===== config.mk =====
export PLATFORM = sky130hd
export DESIGN_NAME = wildcard_byte_pattern_scanner_core
export DESIGN_NICKNAME = d
export VERILOG_FILES = /design/src/sv/wbps_pkg.sv /design/src/sv/wildcard_byte_pattern_scanner_core.sv
export SDC_FILE = /design/constraint.sdc
export NUM_CORES = 1
export LEC_CHECK = 0
export ABC_AREA = 1
export BUFFER_PORTS_ARGS = -buffer_cell sky130_fd_sc_hd__buf_2
export CAP_MARGIN = 30
export CORE_MARGIN = 2
export CORE_UTILIZATION = 50
export DETAILED_ROUTE_END_ITERATION = 10
export PLACE_DENSITY = 0.67
export SYNTH_ARGS = -nofsm -noshare
export SYNTH_HDL_FRONTEND = slang
export SYNTH_SLANG_ARGS = --single-unit

===== constraint.sdc =====
create_clock -name clk -period 8.75 [get_ports clk]
set_clock_uncertainty 0.1 [all_clocks]
set_input_delay 0.875 -clock clk [delete_from_list [all_inputs] [get_ports clk]]
set_output_delay 0.875 -clock clk [all_outputs]
set_load 0.05 [all_outputs]

===== src/sv/wbps_pkg.sv =====
// Package for the wildcard byte pattern scanner.
// Holds the sizes, the register index codes and the common types.
// No dependencies.
package wbps_pkg;

	// Pattern and offset sizes
	localparam int MAX_PATTERN  = 16;
	localparam int OFFSET_BITS  = 32;
	localparam int WIN_IDX_BITS = $clog2(MAX_PATTERN);
	localparam int LEN_BITS     = 5;
	localparam int FILL_BITS    = $clog2(MAX_PATTERN + 1);

	// Configuration port
	localparam int CFG_IDX_BITS  = 3;
	localparam int CFG_DATA_BITS = 64;

	typedef enum logic [CFG_IDX_BITS-1:0] {
		REG_PATTERN_LOW  = 3'd0,
		REG_PATTERN_HIGH = 3'd1,
		REG_CARE_MASK    = 3'd2,
		REG_PATTERN_LEN  = 3'd3,
		REG_WILD_EN      = 3'd4,
		REG_WILD_VALUE   = 3'd5,
		REG_OCC_SELECT   = 3'd6
	} cfg_reg_t;

	typedef logic [7:0]             byte_t;
	typedef logic [OFFSET_BITS-1:0] offset_t;

	// Reset values of the configuration registers
	localparam logic [MAX_PATTERN-1:0] CARE_MASK_RST = '1;
	localparam logic [LEN_BITS-1:0]    PAT_LEN_RST   = LEN_BITS'(1);

endpackage


===== src/sv/wildcard_byte_pattern_scanner_core.sv =====
// Top level of the wildcard byte pattern scanner: input stage, window,
// parallel masked compare, occurrence counter and result register.
// Depends on wbps_pkg.
//
//   channel | direction | handshake           | payload
//   --------+-----------+---------------------+-------------------------------------
//   in      | in        | in_valid / in_stall   | data_byte, last_byte
//   out     | out       | out_valid / out_stall | match_hit, match_offset,
//           |           |                       | region_done, not_found
//   cfg     | in        | cfg_we                | cfg_index, cfg_data
//
// One byte per cycle sustained while out_stall is low; an accepted beat is
// registered first in the input register and then in the result register,
// which raises out_valid.
// The window compare is one level of 16 byte muxes and comparators feeding an
// AND tree; the counter and offset update sit beside it in the same cycle.
// Reset clears the scan state and loads the register defaults.
// A stall on the output holds the result register and backs up into the
// input register; in_stall rises only when both are full.
module wildcard_byte_pattern_scanner_core (
	input  logic                                clk,
	input  logic                                arst_n,
	// input channel
	input  logic                                in_valid,
	output logic                                in_stall,
	input  logic [7:0]                          data_byte,
	input  logic                                last_byte,
	// output channel
	output logic                                out_valid,
	input  logic                                out_stall,
	output logic                                match_hit,
	output logic [31:0]                         match_offset,
	output logic                                region_done,
	output logic                                not_found,
	// configuration
	input  logic                                cfg_we,
	input  logic [wbps_pkg::CFG_IDX_BITS-1:0]   cfg_index,
	input  logic [wbps_pkg::CFG_DATA_BITS-1:0]  cfg_data
);
	import wbps_pkg::*;

	// configuration registers
	logic [63:0]             pattern_low_q;
	logic [63:0]             pattern_high_q;
	logic [MAX_PATTERN-1:0]  care_mask_q;
	logic [LEN_BITS-1:0]     pattern_len_q;
	logic                    wild_en_q;
	byte_t                   wild_value_q;
	logic [7:0]              occ_select_q;

	// input stage
	logic                    valid_s1;
	byte_t                   data_s1;
	logic                    last_s1;

	// scan state
	byte_t                   window_q [MAX_PATTERN];
	logic [FILL_BITS-1:0]    fill_q;
	offset_t                 offset_q;
	logic [7:0]              count_q;
	logic                    found_q;

	// result register
	logic                    out_valid_q;
	logic                    hit_q;
	logic [31:0]             offset_out_q;
	logic                    done_q;
	logic                    not_found_q;

	// datapath
	logic                    advance;
	logic                    load_out;
	byte_t                   window_new [MAX_PATTERN];
	byte_t                   pat_byte [MAX_PATTERN];
	logic [LEN_BITS-1:0]     len_used;
	logic [FILL_BITS-1:0]    fill_new;
	logic [MAX_PATTERN-1:0]  pos_ok;
	logic [LEN_BITS-1:0]     win_pos [MAX_PATTERN];
	logic                    window_hit;
	logic                    counted;
	logic                    hit_now;
	offset_t                 start_off;

	// configuration writes
	always_ff @(posedge clk or negedge arst_n) begin
		if (!arst_n) begin
			pattern_low_q  <= '0;
			pattern_high_q <= '0;
			care_mask_q    <= CARE_MASK_RST;
			pattern_len_q  <= PAT_LEN_RST;
			wild_en_q      <= 1'b0;
			wild_value_q   <= '0;
			occ_select_q   <= '0;
		end else if (cfg_we) begin
			unique case (cfg_reg_t'(cfg_index))
				REG_PATTERN_LOW:  pattern_low_q  <= cfg_data[63:0];
				REG_PATTERN_HIGH: pattern_high_q <= cfg_data[63:0];
				REG_CARE_MASK:    care_mask_q    <= cfg_data[MAX_PATTERN-1:0];
				REG_PATTERN_LEN:  pattern_len_q  <= cfg_data[LEN_BITS-1:0];
				REG_WILD_EN:      wild_en_q      <= cfg_data[0];
				REG_WILD_VALUE:   wild_value_q   <= cfg_data[7:0];
				REG_OCC_SELECT:   occ_select_q   <= cfg_data[7:0];
				default: ;
			endcase
		end
	end

	// handshake: result register frees up when empty or taken
	assign advance  = !out_valid_q || !out_stall;
	assign load_out = valid_s1 && advance;
	assign in_stall = valid_s1 && !advance;

	// input register
	always_ff @(posedge clk or negedge arst_n) begin
		if (!arst_n) begin
			valid_s1 <= 1'b0;
		end else if (!in_stall) begin
			valid_s1 <= in_valid;
		end
	end

	always_ff @(posedge clk) begin
		if (in_valid && !in_stall) begin
			data_s1 <= data_byte;
			last_s1 <= last_byte;
		end
	end

	// clamp length to 1..MAX_PATTERN
	always_comb begin
		if (pattern_len_q == '0) begin
			len_used = LEN_BITS'(1);
		end else if (pattern_len_q > LEN_BITS'(MAX_PATTERN)) begin
			len_used = LEN_BITS'(MAX_PATTERN);
		end else begin
			len_used = pattern_len_q;
		end
	end

	// shifted window, newest byte at entry 0
	always_comb begin
		window_new[0] = data_s1;
		for (int k = 1; k < MAX_PATTERN; k++) begin
			window_new[k] = window_q[k-1];
		end
	end

	assign fill_new = (fill_q < FILL_BITS'(MAX_PATTERN)) ? fill_q + FILL_BITS'(1) : fill_q;

	// pattern byte j against the window byte that lines up with it
	always_comb begin
		for (int j = 0; j < MAX_PATTERN; j++) begin
			if (j < 8) begin
				pat_byte[j] = pattern_low_q[8*(j%8) +: 8];
			end else begin
				pat_byte[j] = pattern_high_q[8*(j%8) +: 8];
			end
			win_pos[j] = len_used - LEN_BITS'(1) - LEN_BITS'(j);
			pos_ok[j]  = (LEN_BITS'(j) >= len_used)
				|| !care_mask_q[j]
				|| (wild_en_q && (pat_byte[j] == wild_value_q))
				|| (pat_byte[j] == window_new[win_pos[j][WIN_IDX_BITS-1:0]]);
		end
	end

	assign window_hit = &pos_ok && (LEN_BITS'(fill_new) >= len_used) && !found_q;
	assign hit_now    = window_hit && (count_q == occ_select_q);
	assign counted    = window_hit && !hit_now && (count_q != 8'hFF);
	assign start_off  = offset_q - OFFSET_BITS'(len_used - LEN_BITS'(1));

	// scan state update, cleared after the last byte of a region
	always_ff @(posedge clk or negedge arst_n) begin
		if (!arst_n) begin
			for (int k = 0; k < MAX_PATTERN; k++) begin
				window_q[k] <= '0;
			end
			fill_q   <= '0;
			offset_q <= '0;
			count_q  <= '0;
			found_q  <= 1'b0;
		end else if (load_out) begin
			if (last_s1) begin
				for (int k = 0; k < MAX_PATTERN; k++) begin
					window_q[k] <= '0;
				end
				fill_q   <= '0;
				offset_q <= '0;
				count_q  <= '0;
				found_q  <= 1'b0;
			end else begin
				for (int k = 0; k < MAX_PATTERN; k++) begin
					window_q[k] <= window_new[k];
				end
				fill_q   <= fill_new;
				offset_q <= offset_q + OFFSET_BITS'(1);
				if (counted) begin
					count_q <= count_q + 8'd1;
				end
				if (hit_now) begin
					found_q <= 1'b1;
				end
			end
		end
	end

	// result register
	always_ff @(posedge clk or negedge arst_n) begin
		if (!arst_n) begin
			out_valid_q <= 1'b0;
		end else if (advance) begin
			out_valid_q <= valid_s1;
		end
	end

	always_ff @(posedge clk) begin
		if (load_out) begin
			hit_q        <= hit_now;
			offset_out_q <= hit_now ? start_off[31:0] : 32'd0;
			done_q       <= last_s1;
			not_found_q  <= last_s1 && !found_q && !hit_now;
		end
	end

	assign out_valid    = out_valid_q;
	assign match_hit    = hit_q;
	assign match_offset = offset_out_q;
	assign region_done  = done_q;
	assign not_found    = not_found_q;

endmodule

==> results.yml <==
outcome:
  outcome: "finished, final reports clean"
place:
  post-place-ws_ns: 2.94
  gp_congestion: 1.07
  dp_cells: 5023
  dp_hpwl_mm: 85.6
  io_buffers: 117
setup_path:
  rrSetupSlack_ns: 2.69
  start_kind: "flip-flop"
  timing.critical_path.mode_cell: "nand2_1"
  cp_cell_sequence: "inv_4 > nand2_2 > buf_4 > ha_1 > nand3_1 > nand2_4 > nand2_1 > nand2_2 > nand2_1 > nand2_1 > nand2_1 > nand2_1 > nand2_1 > nor2_1 > nand2_1 > nand2_1 > nand2_1 > nor2_1 > nand2_1 > nor2_4 > nand2_2 > inv_1 > nor3_1"
  crit_required_ns: 8.99
  rr_worst_depth: 23
  critical-path-max-stage-delay_ns: 0.67
  crit_arrival_ns: 6.31
  crit_type: "reg2reg"
  r2r-start: "pattern_len_q[4]$_DFFE_PN0P_"
  cp_slowest_cell: "buf_4"
  cp_max_fo: 58
  cp-end-kind: "flip-flop"
  reg2reg_to: "not_found$_DFFE_PP_"
yosys:
  synth_edf_count: 44
  synthTopCellsByCount: "nand2_1 (1,549), nand3_1 (771), inv_1 (433), dfrtp_1 (317), o21ai_0 (213)"
  syn_nets: 4456
  yosysMostFrequentCell: "nand2_1"
  yosysTopAreaCell: "dfrtp_1"
  synth_area_leaders: "dfrtp_1 (28%), nand2_1 (21%), nand3_1 (14%)"
  ys.flop_type: "dfrtp_1"
  synth_seq_cells: 378
  ys_warn_count: 0
  synth.avg_cell_area_um2: 6.49
  seq_area_frac_synth_pct: 34.6
  synth_cells: 4320
  yosys.area.top_type_share_pct: 28.3
  synth_cell_types: 52
  async_reset_ff_share_pct: 88.4
  synthesis.area_um2: 28000
cts:
  cts.sinks: 378
  cts_resized: 0
  clk_pin_slew_ns: 0.06
  post_cts_buffers: 0
  cts-root-buf: "clkbuf_16"
  htree_levels: 2
  worstSkewPairLatency_ns: 0.61
  tritoncts: "yes"
  postCtsHoldBufs: 0
  cts_buffers: 43
  cts_buffer_depth: 3
grt:
  grt_busiest_layer: "met2"
  grtUsageMet2_pct: 57.0
  grt_pass1_wl_mm: 169
  grtUsageMet1_pct: 51.1
  grt_use_met3_pct: 9.21
  grt_max_degree: 154
  grt_pass1_vias: 27290
  grt.total_usage_pct: 39.0
  antenna_found_initial: 0
  grt_overflow: 0
detailed_routing:
  vias_per_cell: 5.85
  drtIter0Drc: 3660
  drc_errors: 0
  routed_wirelength_mm: 113
  firstDrtPassIters: 6
  post_drt_wl_per_cell_um: 22.1
  antenna_left: 0
  vias: 29863
power_and_ir_drop:
  power_density_nw_per_um2: 314
  clkPwrFrac_pct: 21.2
  p_int_uw: 4740
  switching_share_pct: 50.9
  p_seq_share_pct: 23.7
  power.leakage_uw: 0.0158
  finalPower_uw: 9660
  p_sw_uw: 4920
  combPwrFrac_pct: 55.0
  ir_drop_uv: 187
sta:
  rsz0062_at_grt: "false"
  hold_viol: 0
  holdWs_ns: 0.275
  setup_viol: 0
  timing.fmax_ghz: 0.165
  period_share_pct: 69.3
  fin_ws_ns: 2.69
  worstMarginPinSlew_ns: 0.983
  slew_violations: 0
  layout_min_cycle_time_ns: 6.06
  timing.slew.headroom_pct: 34.4
  finalSetupTns_ns: 0
final_layout:
  nFillCells: 5598
  drive_gt1_share_pct: 7.21
  final_cells: 5103
  multi_input_area_um2: 15800
  seq_area_um2: 9700
  layout.nets: 4457
  n_antenna_cell: 0
  syn2layout_area_growth_pct: 9.67
job:
  drv_cap: 0
floorplanning:
  rows: 86
  die_x_um: 241
  start_util_pct: 50.7
  io_pins: 118
  die_h_um: 241
  core_area_um2: 55300
  die-area_um2: 58000
hold_path:
  hold_class: "in2async"
cell families (layout without fill, tap and decap cells):
logic type	after synthesis	after routing	share of synthesized area (%)
xor gates and xnor gates	72	72	2.25
and+or+nand+nor	2604	2604	39.8
DFF	378	378	34.6
adders and majority gates	55	55	2.48
buffers and inverters	653	688	9.23
AOI/OAI and AO/OA	558	558	11.7
worst max-delay path: cells and delay by family (launching register included):
family	cells	cell delay, ns
DFF	1	0.58
adders and majority gates	1	0.37
buffers and inverters	3	1.20
and+or+nand+nor	19	3.51
state kept, by name (all words and copies together) (netlist names), 8 cells and up:
register        cells
data_s1             8
match_offset       32
occ_select_q        8
wild_value_q        8
pattern_low_q      64
offset_q           32
count_q             8
pattern_high_q     64
care_mask_q        16
window_new        120
metal layers:
layer	part of all wire, %	vias up
met3	10	361
met1	40	13750
li1	-	14278
met4	8.2	0
met5	0	-
met2	41	1474
worst max path at each step:
stage,startpoint,end,slack [ns],cells after the start
global route,pattern_len_q[4]$_DFFE_PN0P_,match_offset[28]$_SDFFCE_PN0P_,2.37,24
floorplan,pattern_len_q[4]$_DFFE_PN0P_,match_offset[15]$_SDFFCE_PN0P_,3.96,32
detailed placement,pattern_len_q[4]$_DFFE_PN0P_,not_found$_DFFE_PP_,2.94,23
finish,pattern_len_q[4]$_DFFE_PN0P_,not_found$_DFFE_PP_,2.69,23
global placement,pattern_len_q[4]$_DFFE_PN0P_,not_found$_DFFE_PP_,2.82,25
CTS,pattern_len_q[4]$_DFFE_PN0P_,not_found$_DFFE_PP_,2.93,23
cell type report:
| type | instances | share of cell area [%] |
|---|---|---|
| Multi-Input combinational cell | 3289 | 51.3 |
| Sequential cell | 378 | 31.5 |
| Inverter | 443 | 5.43 |
| Clock buffer | 55 | 3.87 |
| Timing Repair Buffer | 166 | 3.43 |
| Tap cell | 748 | 3.04 |
| Clock inverter | 24 | 1.33 |
cell usage in the layout, fill, tap and decap left out, types with 12 or more instances in the layout:
master	Yosys	layout
nand2_2	18	18
o21ai_0	213	213
a221oi_1	18	18
a21oi_1	83	83
inv_1	433	432
buf_4	10	44
xnor2_1	25	25
edfxtp_1	44	44
nor2_1	143	143
dfrtp_1	317	317
buf_2	48	116
nor3_1	30	30
xor2_1	47	47
nand4_1	21	21
ha_1	54	53
nand2_1	1549	1544
a2111oi_0	16	16
dfstp_2	17	17
a41oi_1	12	12
o22ai_1	168	168
nand3_1	771	771
clkbuf_16	0	43
nand3b_1	30	30
per-stage QoR:
stage,area [um2],utilization [%]
floorplan,28000,-
global placement,29000,52.5
detailed placement,29100,52.7
CTS,30700,55.5
global route,30800,55.6
finish,30800,55.6
power groups by stage:
stage | sequential (uW) | clock (uW) | combinational [uW]
2_1_floorplan | 2220 | 0 | 3570
3_3_place_gp | 2310 | 0 | 5090
3_5_place_dp | 2310 | 0 | 5130
4_1_cts | 2280 | 2070 | 5150
5_1_grt | 2300 | 2140 | 5800
6_report | 2290 | 2050 | 5310
Note: power is estimated with default switching activity, not from simulation.
